`src/design/usm_pkg.sv`:
```
package usm_pkg;

	// sizing
	localparam int MAX_CORNERS    = 16;
	localparam int CORNER_ID_BITS = 24;
	localparam int IDX_W          = $clog2(MAX_CORNERS);
	localparam int CNT_W          = $clog2(MAX_CORNERS + 1);

	// field widths
	localparam int UV_W  = 32;
	localparam int TAN_W = 32;
	localparam int SUM_W = TAN_W + $clog2(MAX_CORNERS);
	localparam int TOL_W = 24;
	localparam int Q_W   = 16;

	// normalisation widths
	localparam int MAG_W  = 30;
	localparam int SH_MAX = SUM_W - MAG_W;
	localparam int SH_W   = $clog2(SH_MAX + 1);
	localparam int SQ_W   = 2 * MAG_W + 2;
	localparam int LEN_W  = MAG_W + 1;
	localparam int DIV_W  = LEN_W + Q_W - 1;

	localparam logic [TOL_W-1:0] TOL_RESET = TOL_W'(168);

	// corner under test, broadcast to every cell
	typedef struct packed {
		logic signed [UV_W-1:0]  u;
		logic signed [UV_W-1:0]  v;
		logic signed [TAN_W-1:0] tx;
		logic signed [TAN_W-1:0] ty;
		logic signed [TAN_W-1:0] tz;
	} cand_t;

	// one group slot
	typedef struct packed {
		logic signed [UV_W-1:0]  u;
		logic signed [UV_W-1:0]  v;
		logic signed [SUM_W-1:0] sx;
		logic signed [SUM_W-1:0] sy;
		logic signed [SUM_W-1:0] sz;
	} grp_t;

	typedef struct packed {
		logic hit_en;
		logic open;
		logic add;
		logic shift;
	} cell_ctl_t;

	typedef struct packed {
		logic                  done;
		logic signed [Q_W-1:0] qx;
		logic signed [Q_W-1:0] qy;
		logic signed [Q_W-1:0] qz;
	} norm_res_t;

endpackage

```
`src/design/usm_cell.sv`:
```
module usm_cell import usm_pkg::*; (
	input  logic             clk,
	input  cell_ctl_t        ctl,
	input  cand_t            cand,
	input  logic [TOL_W-1:0] tol,
	input  grp_t             nbr,
	output grp_t             grp,
	output logic             hit
);

	grp_t                 grp_q;
	logic                 hit_q;
	logic signed [UV_W:0] du;
	logic signed [UV_W:0] dv;
	logic [UV_W:0]        adu;
	logic [UV_W:0]        adv;
	logic [UV_W+1:0]      uv_dist;

	// manhattan distance from the stored group uv
	always_comb begin
		du      = {grp_q.u[UV_W-1], grp_q.u} - {cand.u[UV_W-1], cand.u};
		dv      = {grp_q.v[UV_W-1], grp_q.v} - {cand.v[UV_W-1], cand.v};
		adu     = du[UV_W] ? (UV_W+1)'(-du) : (UV_W+1)'(du);
		adv     = dv[UV_W] ? (UV_W+1)'(-dv) : (UV_W+1)'(dv);
		uv_dist = {1'b0, adu} + {1'b0, adv};
	end

	// slot update: shift from neighbour, open, or accumulate
	always_ff @(posedge clk) begin
		if (ctl.hit_en) begin
			hit_q <= uv_dist < (UV_W+2)'(tol);
		end
		if (ctl.shift) begin
			grp_q <= nbr;
		end else if (ctl.open) begin
			grp_q.u  <= cand.u;
			grp_q.v  <= cand.v;
			grp_q.sx <= {{(SUM_W-TAN_W){cand.tx[TAN_W-1]}}, cand.tx};
			grp_q.sy <= {{(SUM_W-TAN_W){cand.ty[TAN_W-1]}}, cand.ty};
			grp_q.sz <= {{(SUM_W-TAN_W){cand.tz[TAN_W-1]}}, cand.tz};
		end else if (ctl.add) begin
			grp_q.sx <= grp_q.sx + {{(SUM_W-TAN_W){cand.tx[TAN_W-1]}}, cand.tx};
			grp_q.sy <= grp_q.sy + {{(SUM_W-TAN_W){cand.ty[TAN_W-1]}}, cand.ty};
			grp_q.sz <= grp_q.sz + {{(SUM_W-TAN_W){cand.tz[TAN_W-1]}}, cand.tz};
		end
	end

	assign grp = grp_q;
	assign hit = hit_q;

endmodule

```
`config.mk`:
```
export PLATFORM = sky130hd
export DESIGN_NAME = usm_cell
export DESIGN_NICKNAME = d
export VERILOG_FILES = /design/src/design/usm_pkg.sv /design/src/design/usm_cell.sv
export SDC_FILE = /design/constraint.sdc
export NUM_CORES = 1
export LEC_CHECK = 0
export ABC_CLOCK_PERIOD_IN_PS = 8400
export BUFFER_PORTS_ARGS = -buffer_cell sky130_fd_sc_hd__buf_2
export CORE_ASPECT_RATIO = 0.75
export CORE_UTILIZATION = 40
export CTS_CLUSTER_SIZE = 20
export DETAILED_ROUTE_END_ITERATION = 12
export GPL_TIMING_DRIVEN = 0
export PLACE_DENSITY_LB_ADDON = 0.08
export SKIP_CTS_REPAIR_TIMING = 1
export SLEW_MARGIN = 20
export SYNTH_ARGS = -nofsm -noshare
export SYNTH_HDL_FRONTEND = slang
export SYNTH_SLANG_ARGS = --single-unit
```
`constraint.sdc`:
```
create_clock -name clk -period 8.4 [get_ports clk]
set_input_delay 1.26 -clock clk [delete_from_list [all_inputs] [get_ports clk]]
set_output_delay 1.26 -clock clk [all_outputs]
set_load 0.01 [all_outputs]
```
==> flow_summary_export.csv <==
group,metric,value,unit
status,status,"completed",
final_layout,final_nets,3739,
synth,syn-num-nets,3175,
routing,drc,0,
die,ios,534,
die,rows,72,
sta,post-route-min-period,8.14,ns
clocking,clk_pin_slew,0.08,ns
final_layout,fill_cells,5148,
global_route,grt_max_degree,49,
worst_hold_path,hold_path.class,"reg2reg",
worst_setup_path,slowest_stage,"or3_1",
routing,first_pass_iters,6,
worst_setup_path,crit_top_cell,"a21o_1",
die,dieWidth,266,um
routing,vias_per_cell,5.88,
place,place_inst,3819,
global_route,grt_pass1_wl,130000,um
power_and_ir_drop,pwr-share-seq,17.7,%
synth,synth.top_cell.area_share,24.8,%
routing,wire_per_inst,22.7,um
sta,tightest_slew,1.10,ns
synth,netlist_area,20900,um^2
routing,wl_met1,41200,um
routing,wl,88000,um
sta,whs,0.767,ns
synth,synthArstFlopShare,0,%
worst_setup_path,cp-end-kind,"flip-flop",
global_route,grt-ovfl-total,0,
die,die_h,200,um
global_route,antenna_found_initial,18,
power_and_ir_drop,switchingPower,0.00322,W
routing,drt_iter0_markers,1995,
final_layout,layout_common_cells,"buf_2, nand2_1, o21ai_0",
synth,synth_top_cell_by_area,"edfxtp_1",
final_layout,drive_above_1_share,21.5,%
synth,ys.warnings.count,0,
synth,avgSynthCellArea,8.11,um^2
sta,fin_skew,0.0221,ns
power_and_ir_drop,ir_drop,159,uV
routing,met3_length,7670,um
clocking,clk_latency,0.51,ns
clocking,cts_tree,"done",
power_and_ir_drop,clock_power_share,14.2,%
clocking,cts-root-buf,"clkbuf_16",
die,die_area,53300,um^2
clocking,cts.sinks,173,
worst_setup_path,critPathMaxFanout,10,
routing,detail-route-antenna-nets,0,
synth,synth_area_leaders,"edfxtp_1, ha_1, o21ai_0",
synth,synth-edff-count,173,
place,io_buffers,532,
clocking,cts-buffers-inserted,17,
power_and_ir_drop,powerDensity,260,nW/um^2
worst_setup_path,required,8.74,ns
global_route,grt_usage,32.2,%
power_and_ir_drop,p_sw_share,48.5,%
worst_setup_path,path_class,"in2reg",
sta,fin_crit_sh,96.9,%
power_and_ir_drop,p_total,0.00664,W
routing,vias,22800,
routing,routed-wl-met2,37500,um
final_layout,final_cells,3878,
sta,fmax,0.123,GHz
clocking,h-tree-depth,4,
power_and_ir_drop,leakage,11.4,nW
final_layout,layout_commonest_cell,"buf_2",
global_route,grt_pass1_vias,21200,
synth,synthCells,2581,
worst_setup_path,critPathLaunchType,"primary input",
place,gp_congestion,0.999,
sta,max_slew_margin,25.5,%
synth,yosysUniqueCellTypes,95,
worst_setup_path,crit_buf_inv,2,
worst_setup_path,rrSetupSlack,0.72,ns
power_and_ir_drop,p_int,0.00342,W
worst_setup_path,cpPeakStageDelay,0.44,ns
synth,synth_seq_cells,173,
sta,slew_violations,0,
power_and_ir_drop,p_comb_share,68.1,%
worst_setup_path,crit_family,"compound AO/OA/AOI/OAI gates",
sta,final-setup-viol-count,0,
die,initial_core_util,40.6,%
final_layout,area_delta_synth_final,22.0,%
die,core-area,51600,um^2
worst_setup_path,cp.arrival,8.48,ns
clocking,cts_max_path_buffers,2,
synth,synthFlopType,"edfxtp_1",
sta,final_hold_viol_count,0,
job,maxCapViolations,0,
synth,seq_area_frac_synth,24.8,%
routing,top_layer,"met5",
place,place_hpwl,72000,um
## worst min-delay path, stage by stage (launching register included)
cell      delay, ns
edfxtp_1       0.35
ha_1           0.12
mux2i_1        0.06
o21ai_0        0.13
## synthesized netlist by cell type, types with 8 or more instances
cell type and count:
xor2_1 65, a211oi_1 25, edfxtp_1 173, a21o_1 90, o311ai_0 16, o21a_1 95
o21bai_1 21, ha_1 227, nor4_1 10, nand2b_1 24, mux2i_1 10, nand4_1 20
or2_2 10, inv_1 158, nor2_1 146, clkbuf_1 87, o211ai_1 51, and2_1 17
o21ai_0 251, o31ai_1 28, a21oi_1 211, a21boi_0 10, nor2b_1 37, and3_1 33
a31oi_1 31, o31a_1 8, nor3_1 47, mux2_2 20, nor3b_1 9, nand2_1 269
or3_1 17, nand3_1 54, xnor2_1 128, or4_1 9
## state kept, by name (all words and copies together) (netlist names)
| name | count |
|---|---|
| grp | 172 |
| hit | 1 |
## stage by stage
step / instance area, um^2 / setup WS (ns) / util, % / TNS [ns]
floorplan: 20900 / 0.642 / - / 0
global placement: 24500 / -2.12 / 47.4 / -2.12
global route: 25500 / -0.00451 / 49.4 / -0.00451
CTS: 25200 / -1.30 / 48.8 / -1.30
finish: 25500 / 0.258 / 49.5 / 0
detailed placement: 24600 / -1.80 / 47.6 / -1.80
## power groups by stage
stage / logic, W / registers [W] / clock network (W)
after global placement: 0.00422 / 0.00119 / 0
after detailed placement: 0.00427 / 0.00119 / 0
after floorplan: 0.00300 / 0.00122 / 0
after CTS: 0.00431 / 0.00117 / 0.000952
after global routing: 0.00499 / 0.00119 / 0.000976
final: 0.00452 / 0.00118 / 0.000941
## final timing paths
kind	start	endpoint	cells past startpoint
max	cand[128]	hit$_DFFE_PP_	33
min	grp[0]$_DFFE_PP_	grp[0]$_DFFE_PP_	3
max reg2reg	grp[108]$_DFFE_PP_	hit$_DFFE_PP_	30
min reg2reg	grp[0]$_DFFE_PP_	grp[0]$_DFFE_PP_	3
## final cells by class
class | count | area, um^2 | area share (%)
tap | 703 | 880 | 3.44
buffer | 95 | 392 | 1.53
sequential | 173 | 5190 | 20.3
timing repair buffer | 545 | 2820 | 11.0
clock buffer | 18 | 429 | 1.68
antenna | 17 | 42.5 | 0.167
clock inverter | 14 | 203 | 0.794
multi-input combinational | 2154 | 15000 | 58.7
inverter | 159 | 597 | 2.34
## logic make-up after synthesis
| group | synth area share [%] |
|---|---|
| AOI/OAI and AO/OA | 29.4 |
| xor gates and xnor gates | 8.07 |
| adders and majority gates | 14.1 |
| buffers and inverters | 4.61 |
| DFF | 24.8 |
| muxes | 1.55 |
| and+or+nand+nor | 17.4 |
## per-layer routing
layer  vias to the layer above  GRT usage, %
met5                         -             0
met4                         8          8.99
met3                        92          6.58
met2                      1029          47.4
met1                     10900          47.2
li1                      10800             -
(Power assumes the default switching activity.)
