File: config.mk
export PLATFORM = sky130hd
export DESIGN_NAME = usm_norm
export DESIGN_NICKNAME = d
export VERILOG_FILES = /design/src/design/usm_pkg.sv /design/src/design/usm_norm.sv
export SDC_FILE = /design/constraint.sdc
export NUM_CORES = 2
export LEC_CHECK = 0
export ABC_CLOCK_PERIOD_IN_PS = 15100
export BUFFER_PORTS_ARGS = -buffer_cell sky130_fd_sc_hd__buf_4
export CAP_MARGIN = 20
export CORE_UTILIZATION = 52
export CTS_CLUSTER_DIAMETER = 80
export DETAILED_ROUTE_END_ITERATION = 7
export PLACE_DENSITY = 0.68
export SETUP_SLACK_MARGIN = 0.05
export SLEW_MARGIN = 20
export SYNTH_ARGS = -nofsm -noshare
export SYNTH_HDL_FRONTEND = slang
export SYNTH_SLANG_ARGS = --single-unit
File: constraint.sdc
create_clock -name clk -period 15.1 [get_ports clk]
set_input_delay 2.265 -clock clk [delete_from_list [all_inputs] [get_ports clk]]
set_output_delay 2.265 -clock clk [all_outputs]
set_load 0.1 [all_outputs]
File: src/design/usm_pkg.sv
package usm_pkg;

	// sizing
	localparam int MAX_CORNERS    = 16;
	localparam int CORNER_ID_BITS = 24;
	localparam int IDX_W          = $clog2(MAX_CORNERS);
	localparam int CNT_W          = $clog2(MAX_CORNERS + 1);

	// field widths
	localparam int UV_W  = 32;
	localparam int TAN_W = 32;
	localparam int SUM_W = TAN_W + $clog2(MAX_CORNERS);
	localparam int TOL_W = 24;
	localparam int Q_W   = 16;

	// normalisation widths
	localparam int MAG_W  = 30;
	localparam int SH_MAX = SUM_W - MAG_W;
	localparam int SH_W   = $clog2(SH_MAX + 1);
	localparam int SQ_W   = 2 * MAG_W + 2;
	localparam int LEN_W  = MAG_W + 1;
	localparam int DIV_W  = LEN_W + Q_W - 1;

	localparam logic [TOL_W-1:0] TOL_RESET = TOL_W'(168);

	// corner under test, broadcast to every cell
	typedef struct packed {
		logic signed [UV_W-1:0]  u;
		logic signed [UV_W-1:0]  v;
		logic signed [TAN_W-1:0] tx;
		logic signed [TAN_W-1:0] ty;
		logic signed [TAN_W-1:0] tz;
	} cand_t;

	// one group slot
	typedef struct packed {
		logic signed [UV_W-1:0]  u;
		logic signed [UV_W-1:0]  v;
		logic signed [SUM_W-1:0] sx;
		logic signed [SUM_W-1:0] sy;
		logic signed [SUM_W-1:0] sz;
	} grp_t;

	typedef struct packed {
		logic hit_en;
		logic open;
		logic add;
		logic shift;
	} cell_ctl_t;

	typedef struct packed {
		logic                  done;
		logic signed [Q_W-1:0] qx;
		logic signed [Q_W-1:0] qy;
		logic signed [Q_W-1:0] qz;
	} norm_res_t;

endpackage

File: src/design/usm_norm.sv
module usm_norm import usm_pkg::*; (
	input  logic                    clk,
	input  logic                    arst_n,
	input  logic                    start,
	input  logic signed [SUM_W-1:0] sx,
	input  logic signed [SUM_W-1:0] sy,
	input  logic signed [SUM_W-1:0] sz,
	output norm_res_t               res
);

	typedef enum logic [2:0] {
		N_IDLE, N_MAG, N_SQ, N_SQRT, N_DINIT, N_DSTEP
	} nstate_t;

	localparam logic [SUM_W-1:0] MAG_LIM  = SUM_W'(1) << MAG_W;
	localparam logic [SQ_W-1:0]  BIT_INIT = SQ_W'(1) << (SQ_W - 2);

	nstate_t              state_q;
	logic [SUM_W-1:0]     mag_q [3];
	logic [2:0]           neg_q;
	logic [MAG_W-1:0]     m_q [3];
	logic [1:0]           k_q;
	logic [SQ_W-1:0]      n_q;
	logic [SQ_W-1:0]      res_q;
	logic [SQ_W-1:0]      bit_q;
	logic [DIV_W-1:0]     rem_q;
	logic [DIV_W-1:0]     dvs_q;
	logic [Q_W-1:0]       quo_q;
	logic [$clog2(Q_W)-1:0] step_q;
	logic signed [Q_W-1:0] q_q [3];
	logic                 done_q;

	logic [SUM_W-1:0]     mx;
	logic [SH_W-1:0]      sh;
	logic [2*MAG_W-1:0]   prod;
	logic [SQ_W-1:0]      trial;
	logic [LEN_W-1:0]     len;
	logic [Q_W-1:0]       quo_nx;
	logic [Q_W-1:0]       qsat;
	logic                 fin;

	// largest magnitude and the shift that brings it under range
	always_comb begin
		mx = mag_q[0];
		if (mag_q[1] > mx) mx = mag_q[1];
		if (mag_q[2] > mx) mx = mag_q[2];
		sh = '0;
		for (int i = SH_MAX; i >= 0; i--) begin
			if ((mx >> i) < MAG_LIM) sh = SH_W'(i);
		end
	end

	// datapath helpers
	always_comb begin
		prod   = m_q[k_q] * m_q[k_q];
		trial  = res_q + bit_q;
		len    = res_q[LEN_W-1:0];
		quo_nx = {quo_q[Q_W-2:0], rem_q >= dvs_q};
		if (neg_q[k_q]) begin
			qsat = Q_W'(-quo_nx);
		end else if (quo_nx[Q_W-1]) begin
			qsat = {1'b0, {(Q_W-1){1'b1}}};
		end else begin
			qsat = quo_nx;
		end
		fin = ((state_q == N_MAG) && (mx == '0))
			|| ((state_q == N_DSTEP) && (step_q == {$clog2(Q_W){1'b1}}) && (k_q == 2'd2));
	end

	// sequencer: magnitudes, sum of squares, root, three divides
	always_ff @(posedge clk or negedge arst_n) begin
		if (!arst_n) begin
			state_q <= N_IDLE;
			done_q  <= 1'b0;
		end else begin
			done_q <= fin;
			case (state_q)
				N_IDLE: begin
					if (start) begin
						mag_q[0] <= sx[SUM_W-1] ? SUM_W'(-sx) : SUM_W'(sx);
						mag_q[1] <= sy[SUM_W-1] ? SUM_W'(-sy) : SUM_W'(sy);
						mag_q[2] <= sz[SUM_W-1] ? SUM_W'(-sz) : SUM_W'(sz);
						neg_q    <= {sz[SUM_W-1], sy[SUM_W-1], sx[SUM_W-1]};
						state_q  <= N_MAG;
					end
				end
				N_MAG: begin
					if (mx == '0) begin
						q_q[0]  <= '0;
						q_q[1]  <= '0;
						q_q[2]  <= '0;
						state_q <= N_IDLE;
					end else begin
						for (int i = 0; i < 3; i++) m_q[i] <= MAG_W'(mag_q[i] >> sh);
						n_q     <= '0;
						k_q     <= '0;
						state_q <= N_SQ;
					end
				end
				N_SQ: begin
					n_q <= n_q + SQ_W'(prod);
					if (k_q == 2'd2) begin
						res_q   <= '0;
						bit_q   <= BIT_INIT;
						state_q <= N_SQRT;
					end else begin
						k_q <= k_q + 2'd1;
					end
				end
				N_SQRT: begin
					if (n_q >= trial) begin
						n_q   <= n_q - trial;
						res_q <= (res_q >> 1) + bit_q;
					end else begin
						res_q <= res_q >> 1;
					end
					bit_q <= bit_q >> 2;
					if (bit_q == SQ_W'(1)) begin
						k_q     <= '0;
						state_q <= N_DINIT;
					end
				end
				N_DINIT: begin
					rem_q   <= {1'b0, m_q[k_q], {(Q_W-1){1'b0}}} + DIV_W'(len >> 1);
					dvs_q   <= {len, {(Q_W-1){1'b0}}};
					quo_q   <= '0;
					step_q  <= '0;
					state_q <= N_DSTEP;
				end
				N_DSTEP: begin
					if (rem_q >= dvs_q) rem_q <= rem_q - dvs_q;
					dvs_q  <= dvs_q >> 1;
					quo_q  <= quo_nx;
					step_q <= step_q + 1'b1;
					if (step_q == {$clog2(Q_W){1'b1}}) begin
						q_q[k_q] <= qsat;
						if (k_q == 2'd2) begin
							state_q <= N_IDLE;
						end else begin
							k_q     <= k_q + 2'd1;
							state_q <= N_DINIT;
						end
					end
				end
				default: state_q <= N_IDLE;
			endcase
		end
	end

	assign res.done = done_q;
	assign res.qx   = q_q[0];
	assign res.qy   = q_q[1];
	assign res.qz   = q_q[2];

endmodule

==> key figures <==
Clock network
  – CTS tree: done
  – H-tree levels: 3
  – Total CTS buffers: 67
  – CTS Sinks: around 520
  – Post-CTS Setup Inserts: 0
  – Worst skew pair latency: 0.67 ns
  – Clock slew at reported path FFs: ~0.06 ns
  – PostCTS Resize Cnt: 0
  – Root Driver: clkbuf_16
  – CTS max path bufs: 3
  – # hold bufs at CTS: 0

Global route
  – Largest net degree at the start of global routing: between 90 and 100
  – Initial antenna violation count: 0
  – Vias in the first global route: 51,732
  – Overflow after GRT: 0
  – Tot GR Track Use: 0.313
  – First-pass GRT wire length: roughly 300 mm

Layout
  – Share of layout cells above drive strength 1: 0.0676
  – Commonest non-fill, non-tap cell in the layout: inv_1
  – Most frequent cells in the layout: 1,064 x inv_1, 755 x fa_1, 580 x nand2_1
  – P&R area growth vs syn: 7.97%
  – Layout net count: 8,267

Logic synthesis
  – Unique masters post-synth: 82
  – Post-synthesis mux area share: 0.0464
  – Top-area cell type share of the netlist area: 0.238
  – Synth Area in Simple Gates: 0.119
  – Post-synthesis compound-gate area fraction: 0.129
  – Netlist Area Pre-Place: 0.0651 mm^2
  – Post-synthesis xor/xnor area fraction: 0.0551
  – Synth Net Count: 8,228
  – Top cells by area, synth: edfxtp_1 24%, fa_1 23%, ha_1 10%, inv_1 6.1%, mux2i_1 3.8%
  – EDFF count, synth: roughly 520
  – Fraction of registers with async set/reset: 0.00765
  – Synth warn: 0
  – Synth Register Bits: ~520
  – Cells after Synth: between 6,000 and 7,000
  – Synth Area in Adders: 0.332
  – Avg Inst Size Synth: around 9.5 um^2
  – Main combinational cell family by area after synthesis: adder cells
  – Seq/Total Area, Yosys: 0.241
  – Synth area leader: edfxtp_1
  – Dominant synthesized flop cell: edfxtp_1

Routing
  – Via count: roughly 51,000
  – DR pass1 iterations: 8
  – Initial DRC count: approximately 4,800
  – WL/cell: between 20 and 25 um
  – Post-route ant nets: 0
  – DRC: 24
  – Total Routed Length: 197 mm
  – Vias per Instance: 5.99

STA
  – Skew final: 0.0276 ns
  – Fin. max-slew vios: 0
  – Measured slew at the worst slew-check pin: between 1 and 1.5 ns
  – Setup TNS: 0 ns
  – Final setup violation count: 0
  – Slew HR: 0.232
  – Final worst-path cycle share: 0.741
  – Hold Violations, Final: 0
  – RSZ-0062 raised after global routing: no
  – Min Tclk post-route: 11.18 ns
  – Peak Freq: 0.0894 GHz

Placed design
  – Port Buffers: approximately 160
  – DPL Wire Length: approximately 160 mm
  – Routability cong.: between 1 and 1.5

Min path
  – Beginning of the worst hold path: dvs_q[8]
  – Worst Hold Depth: 2
  – Class of the worst hold path: flip-flop to flip-flop
  – Hold Path End: dvs_q[7]

Floorplan
  – Placeable Area: roughly 0.12 mm^2
  – Die area: 0.127 mm^2
  – Initial Utilization: 0.525
  – Top-level I/O count: 160
  – Die span in y: between 300 and 400 um
  – # rows: roughly 130
  – Die X: 356 um

Setup path
  – Worst Path Required: ~15 ns
  – Worst setup EP type: flip-flop
  – Worst R2R Path Depth: 27
  – WS Path Type: flip-flop to flip-flop
  – Worst-path fanout max: 46
  – Critical Path AT: roughly 12 ns
  – Reg-to-Reg End: n_q[60]
  – CP startpoint kind: flip-flop
  – Reg2reg setup slack: just under 4 ns

Outcome
  – Outcome: complete, but fails checks
  – Failing checks: design-rule violations

Flow run
  – Max cap viols: 0
synthesized netlist by cell type (21+ instances only):
cell and instances:
inv_1 1065, a211oi_1 47, o21ai_0 320, o21bai_1 34, nor3_1 55, buf_2 21
nor2_1 522, mux2_2 42, a21o_1 171, clkbuf_1 222, nand2_1 581, nor4_1 44
o31ai_1 40, buf_1 30, xnor2_1 241, nor2b_1 42, xor2_1 169, and2_1 24
mux2i_1 248, o22ai_1 82, a31oi_1 68, fa_1 755, or3_1 35, a21oi_1 290
edfxtp_1 517, and3_1 84, ha_1 518, nand4_1 83, nand2b_1 45, o21a_1 58
nand3_1 76, or4_1 29
per-stage QoR:
stage	util	instance area [um^2]	hold WS (ns)	instances	setup slack (ns)
final	0.567	70300	0.563	8574	3.92
after global routing	0.567	70300	0.605	8573	3.54
after CTS	0.567	70300	0.570	8572	4.07
after detailed placement	0.549	68100	0.556	8450	4.09
after global placement	0.549	68100	0.548	8450	4.37
after floorplan	-	65100	0.522	6844	0.801
cells by family after synthesis:
| logic type | Yosys count |
|---|---|
| AOI/OAI and AO/OA | 1314 |
| xor gates and xnor gates | 410 |
| adders and majority gates | 1273 |
| buffers and inverters | 1346 |
| DFF | 523 |
| muxes | 293 |
| and+or+nand+nor | 1685 |
registers in the layout, summed over array words and instances, names as in the netlist, 4 cells and up, named ones only:
signal	flops
step_q	4
res_q	62
n_q	62
bit_q	31
quo_q	15
mag_q	108
rem_q	46
q_q	48
dvs_q	46
m_q	90
critical path: stages (launching register included):
cell and delay [ns]:
dfxtp_2 0.53, buf_4 0.47, o21a_1 0.85, clkinv_1 1.06, nand2_1 0.41, inv_1 0.10, fa_1 0.49, fa_1 0.54
inv_1 0.05, fa_1 0.56, fa_1 0.45, fa_1 0.54, inv_1 0.05, fa_1 0.45, fa_1 0.52, fa_1 0.42
ha_1 0.39, nand2_1 0.09, o21ai_0 0.31, nor2_1 0.10, nand3_1 0.17, a31oi_1 0.17, o21a_1 0.35, o41ai_1 0.69
o21ai_0 0.35, o41ai_1 0.48, xnor2_1 0.17, o22ai_1 0.09
layout make-up:
| cell class | instances | area (um^2) |
|---|---|---|
| fillers | 11054 | 53600 |
| multi-input cells | 4975 | 44500 |
| flip-flops and latches | 523 | 15700 |
| inverters | 1071 | 4020 |
| well taps | 1637 | 2050 |
| repair buffers | 245 | 1840 |
| clock buffers | 79 | 1760 |
| clock inverters | 43 | 439 |
| diodes | 1 | 2.50 |
how the worst max path moves through the flow:
stage / start / to / slack [ns] / depth (start not counted)
5_1_grt: flip-flop / n_q[60] / 3.54 / 27
6_report: flip-flop / n_q[60] / 3.92 / 27
2_1_floorplan: arst_n / mag_q[0][0] / 0.80 / 2
3_5_place_dp: flip-flop / n_q[60] / 4.09 / 27
4_1_cts: flip-flop / n_q[60] / 4.07 / 27
3_3_place_gp: flip-flop / n_q[60] / 4.37 / 26
layer usage:
layer / vias to the layer above / part of all wire / wire (um) / track usage
li1: 23360 / - / - / -
met1: 25377 / 0.40 / 79000 / 0.412
met2: 2164 / 0.47 / 91900 / 0.508
met3: 497 / 0.075 / 14800 / 0.0403
met4: 0 / 0.058 / 11300 / 0.158
met5: - / 0 / 0 / 0
Power is left out: the tool's default activity adds up to more than one toggle a clock period on the data nets, which glitch-free logic cannot reach.
